[config.mk]
export PLATFORM = sky130hd
export DESIGN_NAME = fbds_result_stage
export DESIGN_NICKNAME = d
export VERILOG_FILES = /design/src/hdl/fbds_pkg.sv /design/src/hdl/fbds_result_stage.sv
export SDC_FILE = /design/constraint.sdc
export NUM_CORES = 1
export LEC_CHECK = 0
export ABC_AREA = 1
export BUFFER_PORTS_ARGS = -buffer_cell sky130_fd_sc_hd__clkbuf_2
export CAP_MARGIN = 20
export CELL_PAD_IN_SITES_DETAIL_PLACEMENT = 1
export CELL_PAD_IN_SITES_GLOBAL_PLACEMENT = 2
export CORE_ASPECT_RATIO = 0.9
export CORE_MARGIN = 1
export CORE_UTILIZATION = 37
export DETAILED_ROUTE_END_ITERATION = 10
export PLACE_DENSITY = 0.78
export SYNTH_ARGS = -nofsm -noshare
export SYNTH_HDL_FRONTEND = slang
export SYNTH_SLANG_ARGS = --single-unit
[constraint.sdc]
create_clock -name clk_i -period 1.15 [get_ports clk_i]
set_input_delay 0.115 -clock clk_i [delete_from_list [all_inputs] [get_ports clk_i]]
set_output_delay 0.115 -clock clk_i [all_outputs]
set_load 0.02 [all_outputs]
[src/hdl/fbds_pkg.sv]
// Shared constants, types and address helpers of the framebuffer difference sync block.
package fbds_pkg;

  localparam int LINES           = 64;
  localparam int BYTES_PER_LINE  = 16;
  localparam int PIXELS_PER_LINE = 128;
  localparam int LOOKAHEAD       = 3;

  localparam int DEPTH  = LINES * BYTES_PER_LINE;
  localparam int ADDR_W = $clog2(DEPTH);
  localparam int LROW_W = $clog2(LINES);
  localparam int BCOL_W = (BYTES_PER_LINE > 1) ? $clog2(BYTES_PER_LINE) : 1;
  localparam int HALF   = LINES / 2;
  localparam int PROW_W = (HALF > 1) ? $clog2(HALF) : 1;
  localparam int POS_N  = 2 * BYTES_PER_LINE;
  localparam int CNT_W  = $clog2(POS_N + 1);

  localparam int KIND_W    = 2;
  localparam int X_W       = 7;
  localparam int Y_W       = 6;
  localparam int PROW_IN_W = 5;
  localparam int ROW_W     = 6;
  localparam int COL_W     = 4;
  localparam int DATA_W    = 8;

  localparam logic [KIND_W-1:0] KIND_PIXEL = 2'd0;
  localparam logic [KIND_W-1:0] KIND_CLEAR = 2'd1;
  localparam logic [KIND_W-1:0] KIND_SYNC  = 2'd2;

  localparam logic CMD_ADDR = 1'b0;
  localparam logic CMD_DATA = 1'b1;

  typedef enum logic [3:0] {
    ST_CLEAR_ALL,
    ST_IDLE,
    ST_PIX_RD,
    ST_PIX_WR,
    ST_CLEAR_WORK,
    ST_LOAD,
    ST_WALK,
    ST_DATA,
    ST_FLUSH
  } state_e;

  typedef struct packed {
    logic              cmd;
    logic [ROW_W-1:0]  row;
    logic [COL_W-1:0]  col;
    logic [DATA_W-1:0] data;
  } res_t;

  function automatic logic [LROW_W-1:0] pos_row(logic [PROW_W-1:0] prow,
                                                logic [CNT_W-1:0] pos);
    if (32'(pos) < BYTES_PER_LINE) begin
      pos_row = LROW_W'(prow);
    end else begin
      pos_row = LROW_W'(32'(prow) + HALF);
    end
  endfunction

  function automatic logic [BCOL_W-1:0] pos_col(logic [CNT_W-1:0] pos);
    if (32'(pos) < BYTES_PER_LINE) begin
      pos_col = BCOL_W'(pos);
    end else begin
      pos_col = BCOL_W'(32'(pos) - BYTES_PER_LINE);
    end
  endfunction

  function automatic logic [ADDR_W-1:0] addr_of(logic [LROW_W-1:0] row,
                                                logic [BCOL_W-1:0] col);
    addr_of = ADDR_W'(32'(row) * BYTES_PER_LINE + 32'(col));
  endfunction

endpackage

[src/hdl/fbds_result_stage.sv]
// Output stage that holds one result back so the final result of a row sync can be marked.
module fbds_result_stage (
  input  logic           clk_i,
  input  logic           rst_ni,
  input  logic           push_i,
  input  fbds_pkg::res_t res_i,
  input  logic           flush_i,
  output logic           valid_o,
  output fbds_pkg::res_t res_o,
  output logic           last_o
);
  import fbds_pkg::*;

  logic pend_vld_q;
  res_t pend_q;
  logic out_vld_q;
  res_t out_q;
  logic last_q;

  always_ff @(posedge clk_i or negedge rst_ni) begin
    if (!rst_ni) begin
      pend_vld_q <= 1'b0;
      out_vld_q  <= 1'b0;
      last_q     <= 1'b0;
    end else begin
      out_vld_q <= 1'b0;
      last_q    <= 1'b0;
      if (push_i) begin
        out_vld_q  <= pend_vld_q;
        pend_vld_q <= 1'b1;
      end else if (flush_i) begin
        out_vld_q  <= pend_vld_q;
        last_q     <= pend_vld_q;
        pend_vld_q <= 1'b0;
      end
    end
  end

  always_ff @(posedge clk_i) begin
    if (push_i) begin
      pend_q <= res_i;
      out_q  <= pend_q;
    end else if (flush_i) begin
      out_q <= pend_q;
    end
  end

  assign valid_o = out_vld_q;
  assign res_o   = out_q;
  assign last_o  = last_q;

endmodule

* Word-level counts from Yosys, hierarchy flattened
Index checks and enable logic that the tools add are counted.
Word-level totals: flip-flop bits (word level) 41, bits in latches 0, RAM bits 0, bits in read-only memories 0, bits of input ports 23, output and inout port bits 21, logic and storage cells 19, memories kept 0
Operators by class: $add $sub $neg 0, multiply operators 0, div/mod/pow operators 0, $lt $le $gt $ge 0, equality and inequality tests 0, shifts and indexed selects 0, muxes and demuxes 7, bitwise gates (word level) 0, reduce and logical (&&, ||, !) cells 1
Operator list (count):
- 19-bit 2-to-1 mux | 2
- 1-bit 2-to-1 mux | 5
- 2-bit nonzero test | 1

* Longest topological paths before layout
Gate-level depths: netlist of the first run.
depth after elaboration 2, mapped depth 3, gate-level depth less buffers 3

* Least setup slack after synthesis of the first run
Ideal clock, no wire load.
kind input -> register, from input push_i, to register out_q (netlist bit res_o[0]), enable pin, setup time 0.374 ns, data arrival time 0.538 ns, data required time 0.776 ns, slack 0.238 ns, stages on the path 2, buffers on the path 0, cells stage by stage nor2_1 inv_1
Between the ends: cells in the longest elaborated chain, start to end 1
Ends and longest elaborated chain:
- start: declaration | line fbds_result_stage.sv:5 | input logic push_i,
- 2-bit nonzero test (no source line)
- end signal: assignment | line fbds_result_stage.sv:42 | out_q <= pend_q;
- end signal: assignment | line fbds_result_stage.sv:44 | out_q <= pend_q;
- end: declaration | line fbds_result_stage.sv:17 | res_t out_q;
No other way between the ends. A chain may end at the register's enable or synchronous reset.

* Worst setup path in the final report of the first run
from register out_q (netlist bit res_o[7]), to output res_o[7] (netlist name)
RTL lines:
- end: declaration | line fbds_result_stage.sv:9 | output fbds_pkg::res_t res_o,
No word-level cell between the ends.

==> results of run 1 <==
-- area by class of cell --
class                           instances  share of cell area [%]
Clock inverter                          2                    2.02
Multi-Input combinational cell          6                    1.34
Timing Repair Buffer                   48                    15.7
Clock buffer                            6                    4.33
Inverter                                4                   0.896
Sequential cell                        41                    72.6
Tap cell                               42                    3.14
-- sequential cells by signal (all words and copies together), names as in the netlist --
signal,cells
last_o,1
valid_o,1
res_o,19
pend_vld_q,1
pend_q,19
-- placed cells by master (no fill, tap or decap) --
master,instances
dlygate4sd3_1,4
buf_4,1
clkinv_1,1
nor2_1,3
dfrtp_1,3
inv_1,4
clkbuf_8,5
clkbuf_2,43
nand2_1,3
edfxtp_1,38
clkbuf_1,1
bufinv_16,1
-- logic make-up after synthesis --
group / Yosys count / synth area share, %
buf+inv: 4 / 1.20
flops: 41 / 97.0
simple gates: 6 / 1.80
-- cells in the mapped netlist --
cell type | n | area (um^2)
edfxtp_1 | 38 | 1140
dfrtp_1 | 3 | 75.1
nand2_1 | 3 | 11.3
nor2_1 | 3 | 11.3
inv_1 | 4 | 15.0
-- what timing repair did --
action / in CTS / in global routing
setup buffers: 0 / 0
endpoints found under the hold margin: 3 / 3
hold buffers: 1 / 3
gates resized for setup: 0 / 0
-- metal layers --
metal	part of all wire (%)	routed length [um]
met4	0	0
met2	50	991
met3	7.8	154
met5	0	0
met1	42	817
-- path summary, 6_finish.rpt --
kind                                   end  slack (ns)  cells after the start
worst max-delay path              res_o[7]        0.20                      1
min in group asynchronous          valid_o        0.15                      2
worst min register to register    res_o[5]        0.42                      0
max in group asynchronous       pend_vld_q        0.88                      2
worst max register to register    res_o[1]        0.51                      0
worst min-delay path             pend_q[4]       0.006                      1
-- per-stage QoR --
stage,utilization [%],cells,hold slack [ns],setup WS (ns),setup TNS [ns]
floorplan,-,51,-0.181,0.238,0
global placement,48.7,137,-0.0854,0.0129,0
detailed placement,48.7,137,-0.0821,-0.0431,-0.805
CTS,52.4,146,0.000447,0.184,0
global route,53.4,149,-0.0000542,0.161,0
finish,53.4,149,0.00560,0.196,0
-- power breakdown --
| part | total (W) | leakage, nW | switching [W] | internal, W |
|---|---|---|---|---|
| registers | 0.00181 | 0.415 | 0.0000349 | 0.00178 |
| logic | 0.000247 | 0.235 | 0.000162 | 0.0000856 |
| clock network | 0.00107 | 0.0528 | 0.000435 | 0.000640 |
| total | 0.00313 | 0.703 | 0.000632 | 0.00250 |
==> summary.md, run 1 <==
| Metric | Value |
|---|---|
| Initial antenna violation count | `0` |
| Pwr Density | `1870 nW/um^2` |
| Total power | `0.00313 W` |
| Grt peak-use layer | `met2` |
| Netlist Area Pre-Place | `1250 um^2` |
| Worst-Margin Slew | `0.687 ns` |
| Clock Pin Slew Worst Setup and Hold Paths | `0.07 ns` |
| CP peak stage delay | `0.39 ns` |
| Hold WC Path Type | `in -> reg` |
| Vias in the first global route | `622` |
| Slew Limit Headroom | `54.1%` |
| Final Max Tran Viols | `0` |
| Via count | `615` |
| Die Y | `57.2 um` |
| Die X-Extent | `63.4 um` |
| Buffers plus inverters on the worst setup path | `1` |
| Drt wl/cell | `13.2 um` |
| Worst R2R Start | `pend_q[1]` |
| Ant. Diodes | `0` |
| Maximum fanout along the worst path | `1` |
| Yosys reg bits | `41` |
| Final Skew | `0.00177 ns` |
| GRT Total Usage | `12.2%` |
| CP Cell Sequence | `clkbuf_2` |
| Htree depth | `2` |
| TritonCTS buffer count | `5` |
| Final nets | `129` |
| Fillers | `316` |
| Port buffer count | `43` |
| Area of the multi-input gates | `22.5 um^2` |
| Fin crit period | `0.954 ns` |
| Library cells used by synthesis | `5` |
| Placed Area | `1530 um^2` |
| CP Class | `reg -> out` |
| Startpoint Class | `flop` |
| Final Cell Area | `1680 um^2` |
| Final setup viols | `0` |
| Placement row count | `19` |
| CTS max path bufs | `2` |
| Mean Syn Cell Area | `24.6 um^2` |
| Pin count of the biggest net entering global routing | `22` |
| Proportion of layout cells with a drive suffix above 1 | `46.7%` |
| Initial core utilization | `40.0%` |
| WL final | `1960 um` |
| DP HPWL | `1430 um` |
| Worst Setup SP | `res_o[7]` |
| Combined flip-flop and latch cell area | `1220 um^2` |
| First-iteration detailed-routing DRC count | `22` |
| Root Buffer Master | `clkbuf_8` |
| Grt met3 use | `6.20%` |
| First-pass GRT wire length | `3060 um` |
| CTS tree | `done` |
| Vias per cell | `4.13` |
| Worst Min Path Start | `res_i[4]` |
| VDD IR-drop max | `0.000825 V` |
| Met1 Use GR | `15.6%` |
| Crit path max-delay family | `flip-flops` |
| P&R area growth vs syn | `33.6%` |
| Drt drc | `0` |
| Post-Syn Instances | `51` |
| Post-synthesis sequential area ratio | `97.0%` |
| Net Count, Synth | `74` |
| Crit share post-route | `82.9%` |
| IO Pins | `44` |
| Die footprint | `3630 um^2` |
| Status | `completed` |
| Arrival @ worst endpoint | `0.84 ns` |
| Syn. warnings | `0` |
| Post-route ant nets | `0` |
| RSZ-0062 raised after global routing | `no` |
| Worst Setup End Kind | `output pin` |
| Grt total ovfl | `0` |
| Max Cap Viol | `0` |
| Num Clock Sinks | `41` |
| CP required | `1.03 ns` |
| Grt met2 use | `17.5%` |
| Final hold viol count | `0` |
| Clk_lat worst skew | `0.28 ns` |
| Placer Congestion | `0.647` |
| DRT Pass-1 Iters | `4` |
| Max Clock Freq | `1.05 GHz` |
| Core Area | `3140 um^2` |
| Leakage power | `0.703 nW` |
| Slowest CP cell | `edfxtp_1` |
No activity file was read; power rests on OpenSTA's default activity.
==> inputs of run 2 (changes only) <==
CORE_UTILIZATION = 34   (was 37)
PLACE_DENSITY = 0.73   (was 0.78)
clock period = 0.95 ns   (was 1.15 ns; I/O delays follow)
==> summary.md, run 2 (same netlist as run 1, synthesis figures left out) <==
| Metric | Value |
|---|---|
| Status | `completed` |
| Worst R2R Start | `pend_q[16]` |
| Sum of negative setup slack | `0 ns (unchanged)` |
| Startpoint Class | `flop` |
| Final hold viol count | `0 (unchanged)` |
| Via count | `681 (+11%)` |
| Final Max Tran Viols | `0 (unchanged)` |
| Drt wl/cell | `13.5 um (+2.7%)` |
| RSZ-0062 raised after global routing | `yes` |
| VDD IR-drop max | `0.00122 V (+48%)` |
| Post-route ant nets | `0 (unchanged)` |
| Max Cap Viol | `0 (unchanged)` |
| CP Class | `reg -> out` |
| First-iteration detailed-routing DRC count | `30 (+36%)` |
| IO Pins | `44 (unchanged)` |
| Post-CTS Repair Setup Buffers | `0 (unchanged)` |
| Max Clock Freq | `1.06 GHz` |
| Proportion of layout cells with a drive suffix above 1 | `42.7% (-4.0 points)` |
| Final nets | `147 (+14%)` |
| Levels on crit path | `1 (unchanged)` |
| Maximum fanout along the worst path | `1 (unchanged)` |
| Arrival @ worst endpoint | `0.85 ns (about the same)` |
| CP required | `0.85 ns (-0.18 ns)` |
| DRT Pass-1 Iters | `3 (-1)` |
| WL final | `2270 um (+16%)` |
| Grt total ovfl | `0 (unchanged)` |
| Hold WC Path Type | `in -> reg` |
| Clk_lat worst skew | `0.29 ns (about the same)` |
| R2R depth | `0 (unchanged)` |
| Setup slack, reg-to-reg | `0.31 ns (-0.20 ns)` |
| Die footprint | `3930 um^2 (+8.5%)` |
| P&R area growth vs syn | `49.6%` |
| Drt drc | `0 (unchanged)` |
| Commonest cells after routing, fill and taps aside | `edfxtp_1, clkbuf_2, dlygate4sd3_1` |
| Initial core utilization | `36.3% (-3.6 points)` |
| Worst-Margin Slew | `0.174 ns (-0.513 ns)` |
| Vias per cell | `4.05 (-1.8%)` |
| Placer Congestion | `0.680 (+5.2%)` |
| Worst Setup End Kind | `output pin` |
| Total power | `0.00388 W (+24%)` |
| Reg2reg end | `res_o[16]` |
| Fin cells | `168 (+13%)` |
| Final setup viols | `0 (unchanged)` |
| Port buffer count | `43 (unchanged)` |
| Placed insts | `141 (+2.9%)` |
| CTS tree | `done` |
| Leakage power | `0.789 nW (+12%)` |
| Crit path max-delay family | `flip-flops` |
| Final Skew | `0.00543 ns (+0.00366 ns)` |
| Hold Path Depth | `3 (+2)` |
| Vias in the first global route | `704 (+13%)` |
| Fin crit period | `0.945 ns` |
| Root Buffer Master | `clkbuf_8` |
| Most common cell after layout, fill and taps aside | `edfxtp_1` |
| Pin count of the biggest net entering global routing | `20 (-9.1%)` |
| Clock Pin Slew Worst Setup and Hold Paths | `0.07 ns (about the same)` |
| CTS max path bufs | `2 (unchanged)` |
| Dpl ws | `0.110 ns (+0.153 ns)` |
| Pwr Density | `2070 nW/um^2 (+11%)` |
| CP peak stage delay | `0.41 ns (+0.02 ns)` |
| Buffers plus inverters on the worst setup path | `1 (unchanged)` |
| First-pass GRT wire length | `3360 um (+9.7%)` |
| Die X-Extent | `66.0 um (+4.2%)` |
| CP Cell Sequence | `buf_6` |
| Num Clock Sinks | `41 (unchanged)` |
| Slowest CP cell | `edfxtp_1` |
| Setup crit end | `res_o[0]` |
| Htree depth | `2 (unchanged)` |
| Placement row count | `20 (+1)` |
| Die Y | `59.6 um (+4.2%)` |
| TritonCTS buffer count | `5 (unchanged)` |
| Worst Setup SP | `res_o[0]` |
| Core Area | `3450 um^2 (+10%)` |
| GRT Total Usage | `13.3% (+1.1 points)` |
| Ant. Diodes | `0 (unchanged)` |
| Slew Limit Headroom | `88.4% (+34 points)` |
| Final WS setup | `0.00502 ns (-0.191 ns)` |
| Initial antenna violation count | `0 (unchanged)` |
| Crit share post-route | `99.5%` |
==> run 2: cell types whose count changed in the layout (fill, tap and decap cells not counted) <==
cell	delta
buf_12	+1
buf_2	+5
buf_4	+1
buf_6	+2
clkbuf_1	-1
clkbuf_2	-7
clkinv_1	-1
clkinv_2	+1
dlygate4sd3_1	+16
==> run 2: through the flow <==
stage / instance area [um^2] / hold WS (ns) / util, %
finish: 1880 / 0.0388 / 54.3
detailed placement: 1560 / -0.105 / 45.1
floorplan: 1250 / -0.201 / -
global placement: 1560 / -0.106 / 45.1
global route: 1880 / 0.0483 / 54.3
CTS: 1860 / 0.0327 / 53.9
==> run 2: repair_timing <==
item	CTS	global route
hold buffers	20	0
endpoints found under the setup margin	3	7
endpoints found under the hold margin	22	0
gates resized for setup	0	11
==> run 2: area by class of cell <==
cell class	count	area [um^2]
fillers	333	1580
clock buffers	5	68.8
well taps	44	55.1
inverters	4	15.0
repair buffers	66	463
multi-input cells	6	22.5
flip-flops and latches	41	1220
clock inverters	2	35.0
==> run 2: worst min path at each step <==
stage                        from    endpoint  slack (ns)
after floorplan            rst_ni      last_o       -0.20
after global placement     rst_ni  pend_vld_q       -0.11
after detailed placement   rst_ni  pend_vld_q       -0.10
after CTS                 flush_i      last_o        0.03
after global routing      flush_i      last_o        0.05
final                     flush_i      last_o        0.04
==> run 2: worst min-delay path: cells and delay by family <==
kind | cells | cell delay (ns)
buf+inv | 1 | 0.10
simple gates | 2 | 0.10
==> run 2: power by group <==
part           internal, W  switching, W
Clock             0.000763      0.000544
Combinational     0.000168      0.000210
Sequential         0.00215     0.0000449
Total              0.00308      0.000798
==> run 2: routing by layer <==
metal	track usage, %	vias to the layer above	routed length, um
met5	0	-	0
met4	12.8	0	93
met3	3.46	7	124
met2	21.3	33	1100
met1	14.3	309	958
li1	-	332	-
